--- config.mk ---
export PLATFORM = sky130hd
export DESIGN_NAME = midpoint_line_rasterizer
export DESIGN_NICKNAME = d
export VERILOG_FILES = /design/src/sv/mlr_pkg.sv /design/src/sv/midpoint_line_rasterizer.sv
export SDC_FILE = /design/constraint.sdc
export NUM_CORES = 1
export LEC_CHECK = 0
export BUFFER_PORTS_ARGS = -buffer_cell sky130_fd_sc_hd__buf_2
export CORE_AREA = 2 2 169 171
export CTS_CLUSTER_DIAMETER = 60
export DETAILED_ROUTE_END_ITERATION = 12
export DIE_AREA = 0 0 171 173
export SYNTH_ARGS = -nofsm -noshare
export SYNTH_HDL_FRONTEND = slang
export SYNTH_SLANG_ARGS = --single-unit
--- constraint.sdc ---
create_clock -name clk -period 13.85 [get_ports clk]
set_input_delay 2.77 -clock clk [delete_from_list [all_inputs] [get_ports clk]]
set_output_delay 2.77 -clock clk [all_outputs]
set_load 0.01 [all_outputs]
--- src/sv/mlr_pkg.sv ---
// Shared types for the midpoint line rasterizer.
// Request and pixel payload structs; no dependencies.
`default_nettype none

package mlr_pkg;

	localparam int unsigned PIX_COORD_W = 6;

	typedef struct packed {
		logic                   req_type;
		logic [PIX_COORD_W-1:0] x_coord;
		logic [PIX_COORD_W-1:0] y_coord;
	} mlr_req_t;

	typedef struct packed {
		logic [PIX_COORD_W-1:0] pix_x;
		logic [PIX_COORD_W-1:0] pix_y;
		logic                   last_pixel;
	} mlr_pix_t;

	localparam logic REQ_MOVE = 1'b0;
	localparam logic REQ_LINE = 1'b1;

endpackage

`default_nettype wire

--- src/sv/midpoint_line_rasterizer.sv ---
// Midpoint line rasterizer top level: setup sequencer and one shared decision adder.
// Depends on mlr_pkg for the request and pixel structs.
// Move request: no pixels. Line request: an accept state (IDLE), a setup state (SETUP),
// then one pixel per cycle over the major-axis span (0..2**COORD_BITS-1 pixels),
// each cycle of the run gated by the pixel output register draining.
// Reset: arst_n clears the sequencer, output valid and the current point to (0,0).
`default_nettype none

module midpoint_line_rasterizer
	import mlr_pkg::*;
#(
	parameter int unsigned COORD_BITS = 6
) (
	input  wire logic     clk,
	input  wire logic     arst_n,
	input  wire logic     req_valid,
	output logic          req_ready,
	input  wire mlr_req_t req,
	output logic          pix_valid,
	input  wire logic     pix_ready,
	output mlr_pix_t      pix
);

	localparam int unsigned DW = COORD_BITS + 1;
	localparam int unsigned EW = COORD_BITS + 4;

	localparam logic [1:0] ST_IDLE  = 2'd0;
	localparam logic [1:0] ST_SETUP = 2'd1;
	localparam logic [1:0] ST_RUN   = 2'd2;

	localparam logic [1:0] CND_NONE = 2'd0;
	localparam logic [1:0] CND_GE   = 2'd1;
	localparam logic [1:0] CND_LT   = 2'd2;
	localparam logic [1:0] CND_GT   = 2'd3;

	logic [1:0]            state_q;
	logic [COORD_BITS-1:0] cur_x_q, cur_y_q, tgt_x_q, tgt_y_q;
	logic [COORD_BITS-1:0] px_q, py_q, cnt_q;
	logic signed [EW-1:0]  d_q, inc_a_q, inc_b_q;
	logic [1:0]            cnd_q;
	logic                  ymaj_q, ydown_q;
	mlr_pix_t              pix_q;
	logic                  pix_valid_q;

	// setup arithmetic
	logic signed [DW-1:0]  ax, ay, bx, by, dx, dy, adx, ady, dxo, dyo;
	logic signed [EW-1:0]  ex, ey, ex2, ey2, d0, inc_a, inc_b;
	logic                  same, vert, steep, c_sp, c_sh, c_shn, c_snn, swap;
	logic [1:0]            cnd;
	logic [COORD_BITS-1:0] len, sx, sy;

	always_comb begin
		ax = signed'({1'b0, cur_x_q});
		ay = signed'({1'b0, cur_y_q});
		bx = signed'({1'b0, tgt_x_q});
		by = signed'({1'b0, tgt_y_q});
		dx = bx - ax;
		dy = by - ay;
		adx = dx[DW-1] ? -dx : dx;
		ady = dy[DW-1] ? -dy : dy;
		same = (dx > 0 && dy >= 0) || (dx < 0 && dy <= 0);
		vert = (dx == 0);
		steep = ady > adx;
		c_sp  = !vert && same && steep;
		c_sh  = !vert && same && !steep;
		c_shn = !vert && !same && !steep;
		c_snn = !vert && !same && steep;
		if (vert || c_sp) begin
			swap = ay > by;
		end else if (c_snn) begin
			swap = ay < by;
		end else begin
			swap = ax > bx;
		end
		dxo = swap ? -dx : dx;
		dyo = swap ? -dy : dy;
		ex = EW'(dxo);
		ey = EW'(dyo);
		ex2 = ex <<< 1;
		ey2 = ey <<< 1;
		d0 = '0;
		inc_a = '0;
		inc_b = '0;
		cnd = CND_NONE;
		if (c_sp) begin
			d0 = ex2 - ey;
			inc_a = ex2 - ey2;
			inc_b = ex2;
			cnd = CND_GE;
		end else if (c_sh) begin
			d0 = ex - ey2;
			inc_a = ex2 - ey2;
			inc_b = -ey2;
			cnd = CND_LT;
		end else if (c_shn) begin
			d0 = -ex - ey2;
			inc_a = -(ex2 + ey2);
			inc_b = -ey2;
			cnd = CND_GT;
		end else if (c_snn) begin
			d0 = -ex2 - ey;
			inc_a = -(ex2 + ey2);
			inc_b = -ex2;
			cnd = CND_LT;
		end
		len = (vert || steep) ? ady[COORD_BITS-1:0] : adx[COORD_BITS-1:0];
		sx = swap ? tgt_x_q : cur_x_q;
		sy = swap ? tgt_y_q : cur_y_q;
	end

	// shared decision unit
	logic                  take, step, last;
	logic signed [EW-1:0]  d_nxt;
	logic [COORD_BITS-1:0] y_step;

	always_comb begin
		case (cnd_q)
			CND_GE:  take = !d_q[EW-1];
			CND_LT:  take = d_q[EW-1];
			CND_GT:  take = !d_q[EW-1] && (d_q != '0);
			default: take = 1'b0;
		endcase
		d_nxt = d_q + (take ? inc_a_q : inc_b_q);
		y_step = ydown_q ? py_q - COORD_BITS'(1) : py_q + COORD_BITS'(1);
		step = (state_q == ST_RUN) && (!pix_valid_q || pix_ready);
		last = (cnt_q == COORD_BITS'(1));
	end

	always_ff @(posedge clk or negedge arst_n) begin
		if (!arst_n) begin
			state_q <= ST_IDLE;
			pix_valid_q <= 1'b0;
			cur_x_q <= '0;
			cur_y_q <= '0;
		end else begin
			pix_valid_q <= step || (pix_valid_q && !pix_ready);
			case (state_q)
				ST_IDLE: begin
					if (req_valid) begin
						if (req.req_type == REQ_MOVE) begin
							cur_x_q <= req.x_coord[COORD_BITS-1:0];
							cur_y_q <= req.y_coord[COORD_BITS-1:0];
						end else begin
							state_q <= ST_SETUP;
						end
					end
				end
				ST_SETUP: begin
					cur_x_q <= tgt_x_q;
					cur_y_q <= tgt_y_q;
					state_q <= (len == '0) ? ST_IDLE : ST_RUN;
				end
				ST_RUN: begin
					if (step && last) begin
						state_q <= ST_IDLE;
					end
				end
				default: state_q <= ST_IDLE;
			endcase
		end
	end

	always_ff @(posedge clk) begin
		if (state_q == ST_IDLE && req_valid) begin
			tgt_x_q <= req.x_coord[COORD_BITS-1:0];
			tgt_y_q <= req.y_coord[COORD_BITS-1:0];
		end
		if (state_q == ST_SETUP) begin
			px_q <= sx;
			py_q <= sy;
			cnt_q <= len;
			d_q <= d0;
			inc_a_q <= inc_a;
			inc_b_q <= inc_b;
			cnd_q <= cnd;
			ymaj_q <= vert || steep;
			ydown_q <= c_shn || c_snn;
		end
		if (step) begin
			pix_q.pix_x <= PIX_COORD_W'(px_q);
			pix_q.pix_y <= PIX_COORD_W'(py_q);
			pix_q.last_pixel <= last;
			cnt_q <= cnt_q - COORD_BITS'(1);
			d_q <= d_nxt;
			if (ymaj_q) begin
				py_q <= y_step;
				if (take) begin
					px_q <= px_q + COORD_BITS'(1);
				end
			end else begin
				px_q <= px_q + COORD_BITS'(1);
				if (take) begin
					py_q <= y_step;
				end
			end
		end
	end

	assign req_ready = (state_q == ST_IDLE);
	assign pix_valid = pix_valid_q;
	assign pix = pix_q;

endmodule

`default_nettype wire

==> flow_metrics.tcl <==
set metrics [dict create \
    status "finished, final reports clean" \
    cp.required_ns 13.94 \
    post-cts-setup-buffers 0 \
    antenna_found_initial 0 \
    synth_top_area_share_pct 22.9 \
    cts_tree "done" \
    drc 0 \
    drt_iter0_markers 541 \
    r2r_slack_ns 5.21 \
    die_y_um 173 \
    start_util_pct 29.9 \
    yosysWarnings 0 \
    setup-tns-final_ns 0 \
    min_period_ns 8.64 \
    endpoint_kind "flop" \
    dp_slack_ns 5.46 \
    numCtsBuffers 9 \
    clock_latency_ns 0.36 \
    cp.arrival_ns 8.73 \
    syn_area_per_cell_um2 9.11 \
    start_kind "flop" \
    placed_cells_incl_taps 1295 \
    synth.distinct_cells 88 \
    io_pins 32 \
    reg2reg_from "tgt_x_q[0]$_DFFE_PP_" \
    worst-path-max-fanout 36 \
    fp-row-count 61 \
    ctsResizeCount 0 \
    hold_start "px_q[5]$_DFF_P_" \
    n_fill_cell 2843 \
    stdcell_count 1311 \
    maxSlewViolCount 0 \
    placed_cell_area_mm2 0.00882 \
    n_antenna_cell 0 \
    die_w_um 171 \
    synth-seq-area-share_pct 30.4 \
    via_count 6592 \
    max_clock_freq_mhz 116 \
    hold_path_class "reg -> reg" \
    yosys-top-cells-area "edfxtp_1 (23%), ha_1 (13%), xnor2_1 (5.7%)" \
    worst_pin_slew_ns 1.01 \
    die_area_mm2 0.0296 \
    syn_inst 906 \
    grt_overflow 0 \
    routed_via_density 5.03 \
    num-nets-final 1043 \
    post_drt_wl_per_cell_um 16.6 \
    root_buffer "clkbuf_16" \
    cts-hold-fix-buffers 0 \
    io_buffers 31 \
    ys.flop_type "edfxtp_1" \
    grt_usage_pct 15.0 \
    hold-path-cell-count 0 \
    skew_ns 0.0209 \
    hold_viol 0 \
    rsz0062_at_grt "no" \
    slowest_delay_ns 0.84 \
    drive_gt1_share_pct 11.3 \
    clk_pin_slew_ns 0.08 \
    ys_ff_latch 90 \
    drt-total-wl_mm 21.8 \
    multi_input_area_mm2 0.00536 \
    period_share_pct 62.4 \
    dp_hpwl_mm 17.0 \
    grt_pass1_vias 6541 \
    final_cell_mix "ha_1 (89), nand2_1 (79), nor2_1 (79), a21oi_1 (71), edfxtp_1 (63)" \
    crit_type "reg -> reg" \
    synth_edf_count 63 \
    syn_to_final_growth_pct 10.3 \
    setup_viol 0 \
    htreeDepth 3 \
    worstReg2RegEnd "d_q[7]$_DFFE_PP_" \
    dr.pass1.iters 5 \
    grt_pass1_wl_mm 35.0 \
    place.gp.congestion 0.938 \
    stdcell_area_mm2 0.00910 \
    max-slew-margin-rel_pct 32.3 \
    core_area_mm2 0.0276 \
    clk_path_buf_depth 2 \
    setup_slack_ns 5.21 \
    async_reset_ff_share_pct 16.7 \
    syn-num-nets 1021 \
    rr_worst_depth 30 \
    hold_path_end "pix[12]$_DFFE_PP_" \
    netlist_area_mm2 0.00825 \
    netlist.top_cell.by_area "edfxtp_1" \
    layout_commonest_cell "ha_1" \
    seq_area_mm2 0.00251 \
    critical-path-slowest-cell "nor2_2" \
    maxCapViolCount 0 \
    clock_sinks 90 \
    ant_nets 0 \
    grt_max_degree 37 \
]
==> cell families (layout without fill, tap and decap cells) <==
logic type / count (synthesis) / after routing / synth area share, %
mux: 16 / 16 / 2.08
simple gates: 238 / 238 / 13.7
xor+xnor: 91 / 91 / 10.7
buf+inv: 96 / 123 / 4.67
compound gates: 277 / 277 / 22.8
flops: 90 / 90 / 30.4
fa+ha+maj: 98 / 98 / 15.7
==> Yosys cell counts, types with 4 or more instances <==
cell / count
nor2_1: 79
o21a_1: 7
inv_1: 62
dfxtp_1: 12
mux2i_1: 7
a31oi_1: 12
nor2b_1: 8
a21o_1: 23
o21ai_2: 4
a22oi_1: 5
nand3_1: 8
fa_1: 9
and2_1: 4
dfrtp_1: 15
xnor2_1: 54
edfxtp_1: 63
o211ai_1: 15
nand2_1: 79
a221o_1: 4
o22ai_1: 23
a211oi_1: 9
nor3_1: 12
nand2b_1: 9
clkbuf_1: 22
o21ai_0: 43
a21oi_1: 71
xor2_1: 29
xor2_2: 4
o21bai_1: 18
or3_1: 4
ha_1: 89
and3_1: 4
mux2_2: 9
nand4_1: 4
==> state kept, by name (all words and copies together) (netlist names) <==
register and flops:
state_q 2, cnt_q 6, pix_valid 1, pix 13
tgt_x_q 6, cur_y_q 6, ymaj_q 1, inc_b_q 9
tgt_y_q 6, ydown_q 1, py_q 6, inc_a_q 9
px_q 6, d_q 10, cur_x_q 6, cnd_q 2
==> final cells by class <==
type | instances | area share [%]
Clock buffer | 10 | 2.52
Timing Repair Buffer | 41 | 2.53
Clock inverter | 6 | 0.550
Tap cell | 378 | 5.20
Sequential cell | 90 | 27.6
Inverter | 66 | 2.72
Multi-Input combinational cell | 720 | 58.9
==> metrics by stage <==
step | util (%) | hold WS, ns
floorplan | - | 0.425
global placement | 31.9 | 0.441
detailed placement | 31.9 | 0.463
CTS | 32.9 | 0.471
global route | 32.9 | 0.500
finish | 32.9 | 0.471
==> worst max-delay path by stage <==
stage / from / end / slack, ns / cells after the start
floorplan: tgt_x_q[0]$_DFFE_PP_ / d_q[7]$_DFFE_PP_ / 6.29 / 33
global placement: tgt_x_q[0]$_DFFE_PP_ / d_q[7]$_DFFE_PP_ / 5.61 / 33
detailed placement: tgt_x_q[0]$_DFFE_PP_ / d_q[7]$_DFFE_PP_ / 5.46 / 33
CTS: tgt_x_q[0]$_DFFE_PP_ / d_q[7]$_DFFE_PP_ / 5.41 / 30
global route: tgt_x_q[0]$_DFFE_PP_ / d_q[7]$_DFFE_PP_ / 4.68 / 30
finish: tgt_x_q[0]$_DFFE_PP_ / d_q[7]$_DFFE_PP_ / 5.21 / 30
==> worst max-delay path: cells and delay by family (launching register included) <==
kind | cells | cell delay [ns]
compound gates | 11 | 2.16
xor+xnor | 3 | 1.12
fa+ha+maj | 4 | 1.27
buf+inv | 4 | 0.60
flops | 1 | 0.37
simple gates | 8 | 2.84
==> layer usage <==
metal | GRT usage [%] | part of all wire [%] | up-vias
met3 | 1.90 | 4.0 | 28
met2 | 25.1 | 47 | 137
met4 | 4.91 | 2.3 | 0
met1 | 19.8 | 46 | 3124
li1 | - | - | 3303
met5 | 0 | 0 | -
Power is left out: the tool's default activity adds up to more than one toggle a clock period on the data nets, which glitch-free logic cannot reach.
